$ cat config.mk
export PLATFORM = sky130hd
export DESIGN_NAME = touch_sample_qualify_calibrate_core_flat
export DESIGN_NICKNAME = d
export VERILOG_FILES = /design/src/sv/tsqc_pkg.sv /design/src/sv/tsqc_if.sv /design/src/sv/touch_sample_qualify_calibrate_core.sv /design/src/sv/tsqc_front.sv /design/src/sv/tsqc_queue.sv /design/src/sv/tsqc_map_lane.sv /design/src/flat_wrapper.sv
export SDC_FILE = /design/constraint.sdc
export NUM_CORES = 2
export LEC_CHECK = 0
export BUFFER_PORTS_ARGS = -buffer_cell sky130_fd_sc_hd__clkbuf_2
export CORE_UTILIZATION = 65
export DETAILED_ROUTE_END_ITERATION = 12
export PLACE_DENSITY = 0.82
export SLEW_MARGIN = 20
export SYNTH_ARGS = -nofsm -noshare
export SYNTH_HDL_FRONTEND = slang
export SYNTH_HIERARCHICAL = 1
export SYNTH_SLANG_ARGS = --single-unit
$ cat constraint.sdc
create_clock -name clk -period 171.8 [get_ports clk]
set_clock_uncertainty 0.15 [all_clocks]
set_input_delay 25.77 -clock clk [delete_from_list [all_inputs] [get_ports clk]]
set_output_delay 25.77 -clock clk [all_outputs]
set_load 0.05 [all_outputs]
$ cat src/sv/tsqc_pkg.sv
// ---------------------------------------------------------------------------
// Touch sample qualify and calibrate package
// Widths, limits, register codes and the word types passed between parts.
// ---------------------------------------------------------------------------
`default_nettype none

package tsqc_pkg;

  localparam int WORD_W   = 16;   // raw converter word
  localparam int SHIFT_W  = 13;   // converter word after dropping three bits
  localparam int COORD_W  = 12;   // coordinate on the output
  localparam int PRESS_W  = 16;   // wrapped pressure
  localparam int OP_W     = 17;   // signed offset and span, two's complement
  localparam int DEN_W    = 16;   // magnitude of the span
  localparam int SIZE_W   = 13;   // display size up to 4096
  localparam int NUM_W    = DEN_W + SIZE_W - 1;  // magnitude of offset times size
  localparam int DIV_BITS = SIZE_W;              // quotient bits resolved
  localparam int LANE_LAT = DIV_BITS + 2;        // product, quotient bits, result

  localparam int QUEUE_DEPTH = 4;
  localparam int QPTR_W      = 2;
  localparam int QCNT_W      = 3;

  localparam logic [PRESS_W-1:0] PRESS_OFFSET = 16'd4095;
  localparam logic [PRESS_W-1:0] PRESS_MIN    = 16'd100;
  localparam logic [SHIFT_W-1:0] COORD_MIN    = 13'd100;
  localparam logic [SHIFT_W-1:0] COORD_MAX    = 13'd4095;

  localparam logic [WORD_W-1:0] RAW_MIN_RESET = 16'd200;
  localparam logic [WORD_W-1:0] RAW_MAX_RESET = 16'd3800;

  localparam int CFG_IDX_W = 3;
  localparam logic [CFG_IDX_W-1:0] REG_X_RAW_MIN  = 3'd0;
  localparam logic [CFG_IDX_W-1:0] REG_X_RAW_MAX  = 3'd1;
  localparam logic [CFG_IDX_W-1:0] REG_Y_RAW_MIN  = 3'd2;
  localparam logic [CFG_IDX_W-1:0] REG_Y_RAW_MAX  = 3'd3;
  localparam logic [CFG_IDX_W-1:0] REG_MAP_ENABLE = 3'd4;

  typedef struct packed {
    logic [WORD_W-1:0] x_raw_min;
    logic [WORD_W-1:0] x_raw_max;
    logic [WORD_W-1:0] y_raw_min;
    logic [WORD_W-1:0] y_raw_max;
    logic              map_enable;
  } tsqc_cfg_t;

  // Operands of one coordinate: the pass-through value, v - min and max - min.
  typedef struct packed {
    logic [COORD_W-1:0] raw;
    logic [OP_W-1:0]    off;
    logic [OP_W-1:0]    span;
  } tsqc_lane_op_t;

  typedef struct packed {
    logic               ok;
    logic               map_en;
    logic [PRESS_W-1:0] pressure;
    tsqc_lane_op_t      lane_x;
    tsqc_lane_op_t      lane_y;
  } tsqc_item_t;

endpackage

`default_nettype wire

$ cat src/sv/tsqc_if.sv
// ---------------------------------------------------------------------------
// Touch sample channel interfaces
// Valid/ready channels for raw samples, results and register writes.
// ---------------------------------------------------------------------------
`default_nettype none

interface tsqc_in_if;
  logic                        valid;
  logic                        ready;
  logic [tsqc_pkg::WORD_W-1:0] x_word;
  logic [tsqc_pkg::WORD_W-1:0] y_word;
  logic [tsqc_pkg::WORD_W-1:0] z1_word;
  logic [tsqc_pkg::WORD_W-1:0] z2_word;

  modport source (output valid, x_word, y_word, z1_word, z2_word, input ready);
  modport sink   (input valid, x_word, y_word, z1_word, z2_word, output ready);
endinterface

interface tsqc_out_if;
  logic                         valid;
  logic                         ready;
  logic [tsqc_pkg::COORD_W-1:0] pos_x;
  logic [tsqc_pkg::COORD_W-1:0] pos_y;
  logic [tsqc_pkg::PRESS_W-1:0] pressure;
  logic                         touch_valid;

  modport source (output valid, pos_x, pos_y, pressure, touch_valid, input ready);
  modport sink   (input valid, pos_x, pos_y, pressure, touch_valid, output ready);
endinterface

interface tsqc_cfg_if;
  logic                           valid;
  logic                           ready;
  logic [tsqc_pkg::CFG_IDX_W-1:0] index;
  logic [tsqc_pkg::WORD_W-1:0]    data;

  modport source (output valid, index, data, input ready);
  modport sink   (input valid, index, data, output ready);
endinterface

`default_nettype wire

$ cat src/sv/touch_sample_qualify_calibrate_core.sv
// An accepted input word passes the front-end register, the queue and the back end.
// Throughput: one word per cycle unless the output stalls; the thirteen-stage
// restoring divider in each coordinate lane takes a new operand every cycle.
// Reset: synchronous, active low; empties the queue and pipeline and loads the
// calibration registers with their defaults. There is no clearing pass.
// ---------------------------------------------------------------------------
// Touch sample qualify and calibrate core
// Qualifies resistive touch samples by pressure and range and maps the
// coordinates linearly onto the display when calibration is enabled.
// ---------------------------------------------------------------------------
`default_nettype none

module touch_sample_qualify_calibrate_core #(
  parameter int SCREEN_WIDTH  = 320,
  parameter int SCREEN_HEIGHT = 240
) (
  input  wire logic   clk,
  input  wire logic   rst_n,
  tsqc_in_if.sink     in_ch,
  tsqc_out_if.source  out_ch,
  tsqc_cfg_if.sink    cfg_ch
);

  localparam int LAT = tsqc_pkg::LANE_LAT;

  // Calibration registers. Writes are always taken; an index past the map
  // enable register is dropped.
  tsqc_pkg::tsqc_cfg_t cfg_r, cfg_nxt;

  assign cfg_ch.ready = 1'b1;

  always_comb begin
    cfg_nxt = cfg_r;
    if (cfg_ch.valid) begin
      case (cfg_ch.index)
        tsqc_pkg::REG_X_RAW_MIN:  cfg_nxt.x_raw_min  = cfg_ch.data;
        tsqc_pkg::REG_X_RAW_MAX:  cfg_nxt.x_raw_max  = cfg_ch.data;
        tsqc_pkg::REG_Y_RAW_MIN:  cfg_nxt.y_raw_min  = cfg_ch.data;
        tsqc_pkg::REG_Y_RAW_MAX:  cfg_nxt.y_raw_max  = cfg_ch.data;
        tsqc_pkg::REG_MAP_ENABLE: cfg_nxt.map_enable = cfg_ch.data[0];
        default: ;
      endcase
    end
  end

  always_ff @(posedge clk) begin
    if (!rst_n) begin
      cfg_r.x_raw_min  <= tsqc_pkg::RAW_MIN_RESET;
      cfg_r.x_raw_max  <= tsqc_pkg::RAW_MAX_RESET;
      cfg_r.y_raw_min  <= tsqc_pkg::RAW_MIN_RESET;
      cfg_r.y_raw_max  <= tsqc_pkg::RAW_MAX_RESET;
      cfg_r.map_enable <= 1'b0;
    end else begin
      cfg_r <= cfg_nxt;
    end
  end

  // Front end: one register stage that shifts the raw words, forms the
  // wrapped pressure, applies the pressure and range checks and prepares the
  // signed offset and span of each coordinate from the current calibration.
  logic                 q_push, q_ready, q_pop, q_not_empty;
  tsqc_pkg::tsqc_item_t q_in_item, q_head;

  tsqc_front u_front (
    .clk     (clk),
    .rst_n   (rst_n),
    .in_ch   (in_ch),
    .cfg     (cfg_r),
    .q_ready (q_ready),
    .q_push  (q_push),
    .q_item  (q_in_item)
  );

  // The queue lets the front end keep taking words while the output is stalled,
  // until its four entries fill, and keeps the input ready off the output path.
  tsqc_queue u_queue (
    .clk        (clk),
    .rst_n      (rst_n),
    .push       (q_push),
    .push_item  (q_in_item),
    .push_ready (q_ready),
    .pop        (q_pop),
    .head_item  (q_head),
    .not_empty  (q_not_empty)
  );

  // Back end: a lock-step pipeline of LAT stages. Every stage moves together
  // whenever the last stage, which is the output register, is empty or is
  // being taken. The two mapping lanes run alongside the valid, qualify and
  // pressure delay line below.
  logic                         adv;
  logic                         vld_r  [0:LAT-1];
  logic                         ok_r   [0:LAT-1];
  logic [tsqc_pkg::PRESS_W-1:0] pres_r [0:LAT-1];
  logic [tsqc_pkg::COORD_W-1:0] map_x, map_y;

  assign adv   = !vld_r[LAT-1] || out_ch.ready;
  assign q_pop = adv && q_not_empty;

  tsqc_map_lane #(.SIZE(SCREEN_WIDTH)) u_lane_x (
    .clk    (clk),
    .en     (adv),
    .op_in  (q_head.lane_x),
    .map_en (q_head.map_en),
    .coord  (map_x)
  );

  tsqc_map_lane #(.SIZE(SCREEN_HEIGHT)) u_lane_y (
    .clk    (clk),
    .en     (adv),
    .op_in  (q_head.lane_y),
    .map_en (q_head.map_en),
    .coord  (map_y)
  );

  always_ff @(posedge clk) begin
    if (!rst_n) begin
      for (int i = 0; i < LAT; i++) begin
        vld_r[i] <= 1'b0;
      end
    end else if (adv) begin
      vld_r[0] <= q_not_empty;
      for (int i = 1; i < LAT; i++) begin
        vld_r[i] <= vld_r[i-1];
      end
    end
  end

  always_ff @(posedge clk) begin
    if (adv) begin
      ok_r[0]   <= q_head.ok;
      pres_r[0] <= q_head.pressure;
      for (int i = 1; i < LAT; i++) begin
        ok_r[i]   <= ok_r[i-1];
        pres_r[i] <= pres_r[i-1];
      end
    end
  end

  // A rejected sample shows all fields as zero.
  assign out_ch.valid       = vld_r[LAT-1];
  assign out_ch.touch_valid = ok_r[LAT-1];
  assign out_ch.pos_x       = ok_r[LAT-1] ? map_x : '0;
  assign out_ch.pos_y       = ok_r[LAT-1] ? map_y : '0;
  assign out_ch.pressure    = ok_r[LAT-1] ? pres_r[LAT-1] : '0;

endmodule

`default_nettype wire

$ cat src/sv/tsqc_front.sv
// ---------------------------------------------------------------------------
// Touch sample front end
// Accepts raw words, qualifies them and prepares the mapping operands.
// ---------------------------------------------------------------------------
`default_nettype none

module tsqc_front (
  input  wire logic                 clk,
  input  wire logic                 rst_n,
  tsqc_in_if.sink                   in_ch,
  input  wire tsqc_pkg::tsqc_cfg_t  cfg,
  input  wire logic                 q_ready,
  output logic                      q_push,
  output tsqc_pkg::tsqc_item_t      q_item
);

  logic                           fr_valid_r, fr_valid_nxt;
  tsqc_pkg::tsqc_item_t           fr_item_r, fr_item_nxt;
  logic                           accept;
  logic [tsqc_pkg::SHIFT_W-1:0]   x_s, y_s, z1_s, z2_s;
  logic [tsqc_pkg::PRESS_W-1:0]   press;

  assign in_ch.ready = !fr_valid_r || q_ready;
  assign accept      = in_ch.valid && in_ch.ready;
  assign q_push      = fr_valid_r && q_ready;
  assign q_item      = fr_item_r;

  always_comb begin
    x_s  = in_ch.x_word[tsqc_pkg::WORD_W-1:3];
    y_s  = in_ch.y_word[tsqc_pkg::WORD_W-1:3];
    z1_s = in_ch.z1_word[tsqc_pkg::WORD_W-1:3];
    z2_s = in_ch.z2_word[tsqc_pkg::WORD_W-1:3];
    press = {3'b000, z1_s} + tsqc_pkg::PRESS_OFFSET - {3'b000, z2_s};

    fr_item_nxt.ok = (press >= tsqc_pkg::PRESS_MIN)
                  && (x_s >= tsqc_pkg::COORD_MIN) && (x_s <= tsqc_pkg::COORD_MAX)
                  && (y_s >= tsqc_pkg::COORD_MIN) && (y_s <= tsqc_pkg::COORD_MAX);
    fr_item_nxt.map_en   = cfg.map_enable;
    fr_item_nxt.pressure = press;

    // Offsets and spans are formed in 17 bits and read as two's complement.
    fr_item_nxt.lane_x.raw  = x_s[tsqc_pkg::COORD_W-1:0];
    fr_item_nxt.lane_x.off  = {4'b0000, x_s} - {1'b0, cfg.x_raw_min};
    fr_item_nxt.lane_x.span = {1'b0, cfg.x_raw_max} - {1'b0, cfg.x_raw_min};
    fr_item_nxt.lane_y.raw  = y_s[tsqc_pkg::COORD_W-1:0];
    fr_item_nxt.lane_y.off  = {4'b0000, y_s} - {1'b0, cfg.y_raw_min};
    fr_item_nxt.lane_y.span = {1'b0, cfg.y_raw_max} - {1'b0, cfg.y_raw_min};
  end

  always_comb begin
    fr_valid_nxt = fr_valid_r;
    if (accept) begin
      fr_valid_nxt = 1'b1;
    end else if (q_push) begin
      fr_valid_nxt = 1'b0;
    end
  end

  always_ff @(posedge clk) begin
    if (!rst_n) begin
      fr_valid_r <= 1'b0;
    end else begin
      fr_valid_r <= fr_valid_nxt;
    end
  end

  always_ff @(posedge clk) begin
    if (accept) begin
      fr_item_r <= fr_item_nxt;
    end
  end

endmodule

`default_nettype wire

$ cat src/sv/tsqc_queue.sv
// ---------------------------------------------------------------------------
// Touch sample queue
// Short first-in first-out buffer between the front end and the mapper.
// ---------------------------------------------------------------------------
`default_nettype none

module tsqc_queue (
  input  wire logic                  clk,
  input  wire logic                  rst_n,
  input  wire logic                  push,
  input  wire tsqc_pkg::tsqc_item_t  push_item,
  output logic                       push_ready,
  input  wire logic                  pop,
  output tsqc_pkg::tsqc_item_t       head_item,
  output logic                       not_empty
);

  tsqc_pkg::tsqc_item_t          mem_r [0:tsqc_pkg::QUEUE_DEPTH-1];
  logic [tsqc_pkg::QPTR_W-1:0]   wr_ptr_r, wr_ptr_nxt;
  logic [tsqc_pkg::QPTR_W-1:0]   rd_ptr_r, rd_ptr_nxt;
  logic [tsqc_pkg::QCNT_W-1:0]   count_r, count_nxt;

  assign push_ready = count_r != tsqc_pkg::QCNT_W'(tsqc_pkg::QUEUE_DEPTH);
  assign not_empty  = count_r != '0;
  assign head_item  = mem_r[rd_ptr_r];

  always_comb begin
    wr_ptr_nxt = push ? wr_ptr_r + 1'b1 : wr_ptr_r;
    rd_ptr_nxt = pop  ? rd_ptr_r + 1'b1 : rd_ptr_r;
    count_nxt  = count_r;
    if (push && !pop) begin
      count_nxt = count_r + 1'b1;
    end else if (pop && !push) begin
      count_nxt = count_r - 1'b1;
    end
  end

  always_ff @(posedge clk) begin
    if (!rst_n) begin
      wr_ptr_r <= '0;
      rd_ptr_r <= '0;
      count_r  <= '0;
    end else begin
      wr_ptr_r <= wr_ptr_nxt;
      rd_ptr_r <= rd_ptr_nxt;
      count_r  <= count_nxt;
    end
  end

  always_ff @(posedge clk) begin
    if (push) begin
      mem_r[wr_ptr_r] <= push_item;
    end
  end

endmodule

`default_nettype wire

$ cat src/sv/tsqc_map_lane.sv
// ---------------------------------------------------------------------------
// Touch sample mapping lane
// Scales one coordinate onto the display with a pipelined restoring divider.
// ---------------------------------------------------------------------------
`default_nettype none

module tsqc_map_lane #(
  parameter int SIZE = 320
) (
  input  wire logic                           clk,
  input  wire logic                           en,
  input  wire tsqc_pkg::tsqc_lane_op_t        op_in,
  input  wire logic                           map_en,
  output logic [tsqc_pkg::COORD_W-1:0]        coord
);

  localparam int NW = tsqc_pkg::NUM_W;
  localparam int DW = tsqc_pkg::DEN_W;
  localparam int SW = tsqc_pkg::SIZE_W;
  localparam int QB = tsqc_pkg::DIV_BITS;
  localparam int CW = tsqc_pkg::COORD_W;
  localparam int OW = tsqc_pkg::OP_W;
  localparam logic [SW-1:0] SizeVal = SW'(SIZE);
  localparam logic [SW-1:0] SizeTop = SW'(SIZE - 1);

  // Stage 0 holds the scaled offset; stage k resolves quotient bit QB-k.
  logic [NW-1:0] rem_r  [0:QB];
  logic [DW-1:0] den_r  [0:QB];
  logic [QB-1:0] quo_r  [0:QB];
  logic          zero_r [0:QB];
  logic          ovf_r  [0:QB];
  logic          men_r  [0:QB];
  logic [CW-1:0] raw_r  [0:QB];

  logic [NW-1:0] rem_nxt [0:QB];
  logic [QB-1:0] quo_nxt [0:QB];
  logic          ovf_nxt [0:QB];

  logic [OW-1:0]    off_abs, span_abs;
  logic [DW+SW-1:0] prod;
  logic             zero_nxt;
  logic [SW-1:0]    sel;
  logic [CW-1:0]    coord_r, coord_nxt;

  // A quotient whose sign would be negative clamps to zero, as does an empty span.
  always_comb begin
    off_abs  = op_in.off[OW-1]  ? (~op_in.off + 1'b1)  : op_in.off;
    span_abs = op_in.span[OW-1] ? (~op_in.span + 1'b1) : op_in.span;
    prod     = {{SW{1'b0}}, off_abs[DW-1:0]} * {{DW{1'b0}}, SizeVal};
    zero_nxt = (op_in.span == '0) || (op_in.off[OW-1] != op_in.span[OW-1]);
  end

  assign rem_nxt[0] = prod[NW-1:0];
  assign quo_nxt[0] = '0;
  assign ovf_nxt[0] = 1'b0;

  for (genvar k = 1; k <= QB; k++) begin : g_div
    localparam int B = QB - k;
    logic [NW-1:0] trial;
    logic          take;

    assign trial = {{(NW-DW){1'b0}}, den_r[k-1]} << B;
    assign take  = rem_r[k-1] >= trial;
    assign rem_nxt[k] = take ? rem_r[k-1] - trial : rem_r[k-1];
    assign quo_nxt[k] = quo_r[k-1] | (QB'(take) << B);
    if (k == 1) begin : g_ovf
      // A quotient of 2**QB or more clamps to the top pixel unless the zero clamp holds.
      assign ovf_nxt[k] = {1'b0, rem_r[0]} >= {den_r[0], {QB{1'b0}}};
    end else begin : g_keep
      assign ovf_nxt[k] = ovf_r[k-1];
    end
  end

  always_comb begin
    if (zero_r[QB]) begin
      sel = '0;
    end else if (ovf_r[QB] || (quo_r[QB] >= SizeVal)) begin
      sel = SizeTop;
    end else begin
      sel = quo_r[QB];
    end
    coord_nxt = men_r[QB] ? sel[CW-1:0] : raw_r[QB];
  end

  always_ff @(posedge clk) begin
    if (en) begin
      rem_r[0]  <= rem_nxt[0];
      den_r[0]  <= span_abs[DW-1:0];
      quo_r[0]  <= quo_nxt[0];
      zero_r[0] <= zero_nxt;
      ovf_r[0]  <= ovf_nxt[0];
      men_r[0]  <= map_en;
      raw_r[0]  <= op_in.raw;
      for (int k = 1; k <= QB; k++) begin
        rem_r[k]  <= rem_nxt[k];
        den_r[k]  <= den_r[k-1];
        quo_r[k]  <= quo_nxt[k];
        zero_r[k] <= zero_r[k-1];
        ovf_r[k]  <= ovf_nxt[k];
        men_r[k]  <= men_r[k-1];
        raw_r[k]  <= raw_r[k-1];
      end
      coord_r <= coord_nxt;
    end
  end

  assign coord = coord_r;

endmodule

`default_nettype wire

$ cat src/flat_wrapper.sv
// flat-port wrapper written by rule: the top's interface ports become plain ports
module touch_sample_qualify_calibrate_core_flat 
#(
  parameter int SCREEN_WIDTH  = 320,
  parameter int SCREEN_HEIGHT = 240
)
  (clk, rst_n, in_ch_valid, in_ch_x_word, in_ch_y_word, in_ch_z1_word, in_ch_z2_word, in_ch_ready, out_ch_valid, out_ch_pos_x, out_ch_pos_y, out_ch_pressure, out_ch_touch_valid, out_ch_ready, cfg_ch_valid, cfg_ch_index, cfg_ch_data, cfg_ch_ready);
  tsqc_in_if in_ch_i ();
  tsqc_out_if out_ch_i ();
  tsqc_cfg_if cfg_ch_i ();
  input  wire logic clk;
  input  wire logic rst_n;
  input wire logic [$bits(in_ch_i.valid)-1:0] in_ch_valid;
  input wire logic [$bits(in_ch_i.x_word)-1:0] in_ch_x_word;
  input wire logic [$bits(in_ch_i.y_word)-1:0] in_ch_y_word;
  input wire logic [$bits(in_ch_i.z1_word)-1:0] in_ch_z1_word;
  input wire logic [$bits(in_ch_i.z2_word)-1:0] in_ch_z2_word;
  output wire logic [$bits(in_ch_i.ready)-1:0] in_ch_ready;
  output wire logic [$bits(out_ch_i.valid)-1:0] out_ch_valid;
  output wire logic [$bits(out_ch_i.pos_x)-1:0] out_ch_pos_x;
  output wire logic [$bits(out_ch_i.pos_y)-1:0] out_ch_pos_y;
  output wire logic [$bits(out_ch_i.pressure)-1:0] out_ch_pressure;
  output wire logic [$bits(out_ch_i.touch_valid)-1:0] out_ch_touch_valid;
  input wire logic [$bits(out_ch_i.ready)-1:0] out_ch_ready;
  input wire logic [$bits(cfg_ch_i.valid)-1:0] cfg_ch_valid;
  input wire logic [$bits(cfg_ch_i.index)-1:0] cfg_ch_index;
  input wire logic [$bits(cfg_ch_i.data)-1:0] cfg_ch_data;
  output wire logic [$bits(cfg_ch_i.ready)-1:0] cfg_ch_ready;
  assign in_ch_i.valid = in_ch_valid;
  assign in_ch_i.x_word = in_ch_x_word;
  assign in_ch_i.y_word = in_ch_y_word;
  assign in_ch_i.z1_word = in_ch_z1_word;
  assign in_ch_i.z2_word = in_ch_z2_word;
  assign in_ch_ready = in_ch_i.ready;
  assign out_ch_valid = out_ch_i.valid;
  assign out_ch_pos_x = out_ch_i.pos_x;
  assign out_ch_pos_y = out_ch_i.pos_y;
  assign out_ch_pressure = out_ch_i.pressure;
  assign out_ch_touch_valid = out_ch_i.touch_valid;
  assign out_ch_i.ready = out_ch_ready;
  assign cfg_ch_i.valid = cfg_ch_valid;
  assign cfg_ch_i.index = cfg_ch_index;
  assign cfg_ch_i.data = cfg_ch_data;
  assign cfg_ch_ready = cfg_ch_i.ready;
  touch_sample_qualify_calibrate_core #(.SCREEN_WIDTH(SCREEN_WIDTH), .SCREEN_HEIGHT(SCREEN_HEIGHT)) u_core (.clk(clk), .rst_n(rst_n), .in_ch(in_ch_i), .out_ch(out_ch_i), .cfg_ch(cfg_ch_i));
endmodule
[After elaboration in Yosys (flattened, before gate mapping)]
Memory sizes are Yosys's and may differ from the RTL's. A register that Yosys moved wholly into a read port is not among the register bits.
Cells that the tools add are included.
Word-level totals
  ROM bits: 0
  latch bits: 0
  memories kept: 18
  flip-flop bits (word level): 207
  logic and storage cells: 264
  input port bits: 88
  output and inout bits: 44
  memory bits (writable): 2726
Cells by class
  $lt $le $gt $ge: 35
  div/mod/pow operators: 0
  eq/ne operators: 7
  reduce and logical (&&, ||, !) cells: 30
  multiply operators: 2
  add/sub/neg operators: 40
  bitwise operators: 45
  shift operators: 0
  multiplexer cells: 67
Memory list
  u_core.u_queue.mem_r: words 4, bits a word 110, read ports 1, clocked after memory_dff 1, write ports 1, RTL line tsqc_queue.sv:18  | tsqc_pkg::tsqc_item_t mem_r [0:tsqc_pkg::QUEUE_DEPTH-1];
  u_core.u_lane_x.rem_r: words 14, bits a word 28, read ports 13, clocked after memory_dff 0, write ports 14, RTL line tsqc_map_lane.sv:27  | logic [NW-1:0] rem_r [0:QB];
  u_core.u_lane_y.rem_r: words 14, bits a word 28, read ports 13, clocked after memory_dff 0, write ports 14, RTL line tsqc_map_lane.sv:27
  u_core.pres_r: words 15, bits a word 16, read ports 15, clocked after memory_dff 0, write ports 15, RTL line touch_sample_qualify_calibrate_core.sv:94  | logic [tsqc_pkg::PRESS_W-1:0] pres_r [0:LAT-1];
  u_core.u_lane_x.den_r: words 14, bits a word 16, read ports 13, clocked after memory_dff 0, write ports 14, RTL line tsqc_map_lane.sv:28  | logic [DW-1:0] den_r [0:QB];
  u_core.u_lane_y.den_r: words 14, bits a word 16, read ports 13, clocked after memory_dff 0, write ports 14, RTL line tsqc_map_lane.sv:28
  12 more memories
Operator list (count)
  28-bit 2-to-1 mux: 26
  12-bit 2-to-1 mux: 8
  16-bit 2-to-1 mux: 5
  16-bit by 1-bit adder with 16-bit output (second input constant): 4
  16-bit NOT: 4
  28-bit by 29-bit greater-or-equal comparator with 1-bit output: 2
  28-bit by 16-bit greater-or-equal comparator with 1-bit output: 2
  28-bit by 17-bit greater-or-equal comparator with 1-bit output: 2
  28-bit by 18-bit greater-or-equal comparator with 1-bit output: 2
  28-bit by 19-bit greater-or-equal comparator with 1-bit output: 2
  28-bit by 20-bit greater-or-equal comparator with 1-bit output: 2
  28-bit by 21-bit greater-or-equal comparator with 1-bit output: 2
  28-bit by 22-bit greater-or-equal comparator with 1-bit output: 2
  28-bit by 23-bit greater-or-equal comparator with 1-bit output: 2
  28-bit by 24-bit greater-or-equal comparator with 1-bit output: 2
  28-bit by 25-bit greater-or-equal comparator with 1-bit output: 2
  28-bit by 26-bit greater-or-equal comparator with 1-bit output: 2
  28-bit by 27-bit greater-or-equal comparator with 1-bit output: 2
  28-bit greater-or-equal comparator: 2
  28-bit by 16-bit subtractor with 28-bit output: 2
  28-bit by 17-bit subtractor with 28-bit output: 2
  28-bit by 18-bit subtractor with 28-bit output: 2
  28-bit by 19-bit subtractor with 28-bit output: 2
  28-bit by 20-bit subtractor with 28-bit output: 2
  52 further kinds: 141

[Depth between registers and ports, before layout]
  word-level depth: 7
  gate-level depth with buffers: 22
  gate-level depth less buffers: 20

[Modules after synthesis]
Netlist, hierarchy kept.
Modules (own cells, without submodules)
  tsqc_map_lane at u_core.u_lane_y: sequential area each 25044.0 sq um, area an instance 41390.9 sq um, cells an instance 3294, instances 1
  tsqc_map_lane at u_core.u_lane_x: sequential area each 24563.6 sq um, area an instance 40078.4 sq um, cells an instance 3155, instances 1
  tsqc_queue: sequential area each 13392.8 sq um, area an instance 16323.2 sq um, cells an instance 618, instances 1
  touch_sample_qualify_calibrate_core: sequential area each 9399.0 sq um, area an instance 10764.1 sq um, cells an instance 570, instances 1
  tsqc_front: sequential area each 3323.2 sq um, area an instance 7398.3 sq um, cells an instance 683, instances 1

[Worst setup path after synthesis]
OpenSTA, ideal clock, no wires.
  path kind: input to register
  start point: in out_ch_ready
  end point: reg u_core/u_queue/count_r[2] (netlist bit)
  stages: 10
  data arrival time: 82.168 ns
  setup time: 0.076 ns
  buffers on the path: 1
  required time: 171.574 ns
  setup slack: 89.407 ns
  cell sequence: nand2b_1 clkbuf_1 and2_1 inv_1 ha_1 inv_1 fa_1 xor2_1 or3_1 a21boi_0
Between the ends
  word-level cells in the longest chain between the ends: 5
  elaborated cells between the ends (all ways): 7
  those cells by class: mux (1); reduce/logical (6)
Ends and longest elaborated chain
  start, declared: RTL line flat_wrapper.sv:24  | input wire logic [$bits(out_ch_i.ready)-1:0] out_ch_ready;
  1-bit logical OR *: RTL line touch_sample_qualify_calibrate_core.sv:97  | assign adv = !vld_r[LAT-1] || out_ch.ready;
  net u_core.adv: RTL line touch_sample_qualify_calibrate_core.sv:91  | logic adv;
  1-bit logical AND *: RTL line touch_sample_qualify_calibrate_core.sv:98  | assign q_pop = adv && q_not_empty;
  net u_core.q_pop: RTL line touch_sample_qualify_calibrate_core.sv:61  | logic q_push, q_ready, q_pop, q_not_empty;
  1-bit zero test: RTL line tsqc_queue.sv:31  | if (push && !pop) begin
  1-bit logical AND: RTL line tsqc_queue.sv:31
  3-bit 2-to-1 mux or 2-bit nonzero test (tied branches)
  end signal, assigned: RTL line tsqc_queue.sv:46  | count_r <= count_nxt;
  end, declared: RTL line tsqc_queue.sv:21  | logic [tsqc_pkg::QCNT_W-1:0] count_r, count_nxt;
The timed path passes the listed nets; every way through them passes the cells marked *.
A chain may end at the register's enable or synchronous reset.

==> results.toml <==
[status]
status = "complete, no violations"

[logic_synthesis]
ys_top_cells_by_area = "edfxtp_1 (64%), ha_1 (6.1%), xnor2_1 (2.5%)"
synth_nets = 9019
synth_area_um2 = 116000
yosysTopAreaCell = "edfxtp_1"
synth-async-reset-ratio_pct = 0
ys_types = 124
synth_ff_type = "edfxtp_1"
yosysSeqAreaShare_pct = 65.3
netlist_top_cells_count = "edfxtp_1 (2471), inv_1 (669), ha_1 (562)"
synth-edff-count = 2471
synth_most_common_cell = "edfxtp_1"
synth_top_cell_area_share_pct = 64.0
synth-seq-cells = 2547
ys_warn_count = 6
synth_area_per_cell_um2 = 13.9
syn_inst = 8320

[worst_setup_path]
startpoint = "out_ch_ready"
worstSetupPathType = "in -> reg"
worst-endpoint-arrival_ps = 31460
max_stage_delay_ps = 960
cp_max_fo = 208
critPathLaunchType = "primary input"
crit_path_end_kind = "register"
slowest_stage = "buf_4"
worst-endpoint-required_ps = 172150
path_cells = "clkbuf_2 -> nand2b_4 -> buf_4 -> buf_4 -> buf_12 -> buf_12 -> buf_4 -> buf_4"
crit_top_cell = "buf_4"

[placement]
io_buffers = 118
post-dp-hpwl_um = 144000
pre_cts_slack_ps = 139760
gp_congestion = 0.949

[grt]
grt_pass1_vias = 68600
grt-ovfl-total = 0
met2_usage_pct = 45.6
met1_usage_pct = 27.9
grt_first_pass_wirelength_um = 354000
grt_max_degree = 211
grt_antenna_before_repair = 3
met3_usage_pct = 3.80
busiest_layer = "met2"
grtUsageTotal_pct = 24.7

[drt]
vias = 66900
drcViolationCount = 0
dr.pass1.iters = 8
ant_nets = 0
vias_per_cell = 6.02
wl_per_cell_um = 20.1
totalWireLength_um = 223000
first_iter_violations = 5812

[timing]
setup_tns_ps = 0
finalCritPeriodShare_pct = 18.1
slew_headroom_pct = 25.4
min_period_ps = 31110
finalHoldViolations = 0
fmax_mhz = 32.1
setup_violations = 0
finalMaxSlewViolations = 0
rsz0062_at_grt = "false"
layout_setup_ws_ps = 140690
tightest_slew_ps = 1120

[clocking]
cts_tree = "built"
numClockSinks = 2547
cts.reportedPaths.clkPinSlew_ps = 60
post_cts_buffers = 0
cts_buffer_depth = 4
clk_latency_ps = 920
root_buffer = "clkbuf_16"
ctsResizeCount = 0
cts_hold_buf = 0
cts_buffers = 275
h-tree-depth = 5

[floorplanning]
core_area_um2 = 177000
row_count = 154
floorplan.initialDensity_pct = 65.6
die_h_um = 424
die_area_um2 = 180000
pin_count = 132
die_x_um = 424

[cells_and_area]
drive_gt1_share_pct = 9.75
multiInputGateArea_um2 = 36900
seq_area_um2 = 75700
syn_to_final_growth_pct = 10.1
final_nets = 9281
fillers = 10700

[worst_hold_path]
hp-class = "reg -> reg"
worstHoldStart = "u_core/u_lane_x/zero_r[1]$_DFFE_PP_"

[run]
cap_violations = 0
cells in the final DEF, fill, tap and decap left out, drive strengths merged, types with 82 or more instances in the layout:
cell    count
edfxtp   2471
inv       673
ha        562
nor2      485
a21oi     470
nand2     459
clkbuf    459
o21ai     445
xnor2     332
xor2      232
nand3     144
nor3      143
a21o      122
o21a      118
mux4      110
mux2      100
clkinv     95
nor2b      91
nand2b     87
and2       82
through the flow:
step	utilization [%]	hold WS (ps)	area (µm²)	cells
finish	72.2	249	128000	11100
detailed placement	67.4	255	119000	10600
global route	72.2	259	128000	11100
floorplan	-	250	116000	8320
global placement	67.4	250	119000	10600
CTS	72.2	249	128000	11100
path summary, 6_finish.rpt:
| path | to | slack (ps) | depth (start not counted) |
|---|---|---|---|
| hold reg to reg | u_core/u_lane_x/zero_r[2]$_DFFE_PP_ | 250 | 0 |
| hold / removal | u_core/u_lane_x/zero_r[2]$_DFFE_PP_ | 250 | 0 |
| setup / recovery | u_core/u_lane_y/rem_r[1][123]$_DFFE_PP_ | 140690 | 8 |
| setup reg to reg | u_core/u_lane_y/rem_r[0][23]$_DFFE_PP_ | 164070 | 18 |
flip-flops by register name, indices dropped and copies added, names as in the netlist, 14 cells and up, named ones only:
register,cells
u_core/u_queue/mem_r,440
u_core/u_lane_x/quo_r,91
u_core/u_lane_y/men_r,14
u_core/u_lane_x/den_r,208
u_core/u_lane_x/rem_r,298
u_core/u_lane_y/den_r,208
u_core/u_front/q_item,110
u_core/pres_r,240
u_core/vld_r,15
u_core/u_lane_x/men_r,14
u_core/u_lane_x/zero_r,14
u_core/u_lane_y/raw_r,168
u_core/u_lane_x/raw_r,168
u_core/u_lane_y/quo_r,91
u_core/ok_r,15
u_core/u_lane_y/rem_r,314
u_core/u_lane_y/zero_r,14
u_core/cfg_r,65
worst max-delay path, delay by kind of cell:
family / cells / cell delay, ps
buffers and inverters: 7 / 4760
and+or+nand+nor: 1 / 470
routing by layer:
metal,vias up,part of all wire (%),routed length (µm)
met1,32100,38,84100
met3,725,5.0,11100
met2,2406,53,117000
li1,31700,-,-
met5,-,0.0058,13
met4,2,4.7,10500
logic make-up after synthesis:
kind of cell | share of synthesized area (%)
AO/OA/AOI/OAI | 9.06
XOR/XNOR | 4.28
adder cells (fa/ha/maj) | 6.97
buffers and inverters | 2.93
flip-flops | 65.3
multiplexers | 3.48
other | 0.00323
AND/OR/NAND/NOR | 7.97
area by class of cell:
| class | count | area share, % |
|---|---|---|
| diodes | 2 | 0.00392 |
| clock buffers | 341 | 5.75 |
| clock inverters | 129 | 0.941 |
| inverters | 672 | 1.98 |
| multi-input cells | 4925 | 28.9 |
| flip-flops and latches | 2547 | 59.3 |
| well taps | 2340 | 2.29 |
| repair buffers | 161 | 0.767 |
Power is not shown: default switching activity piles up to over one toggle a cycle in this logic, so the estimate is an artifact.
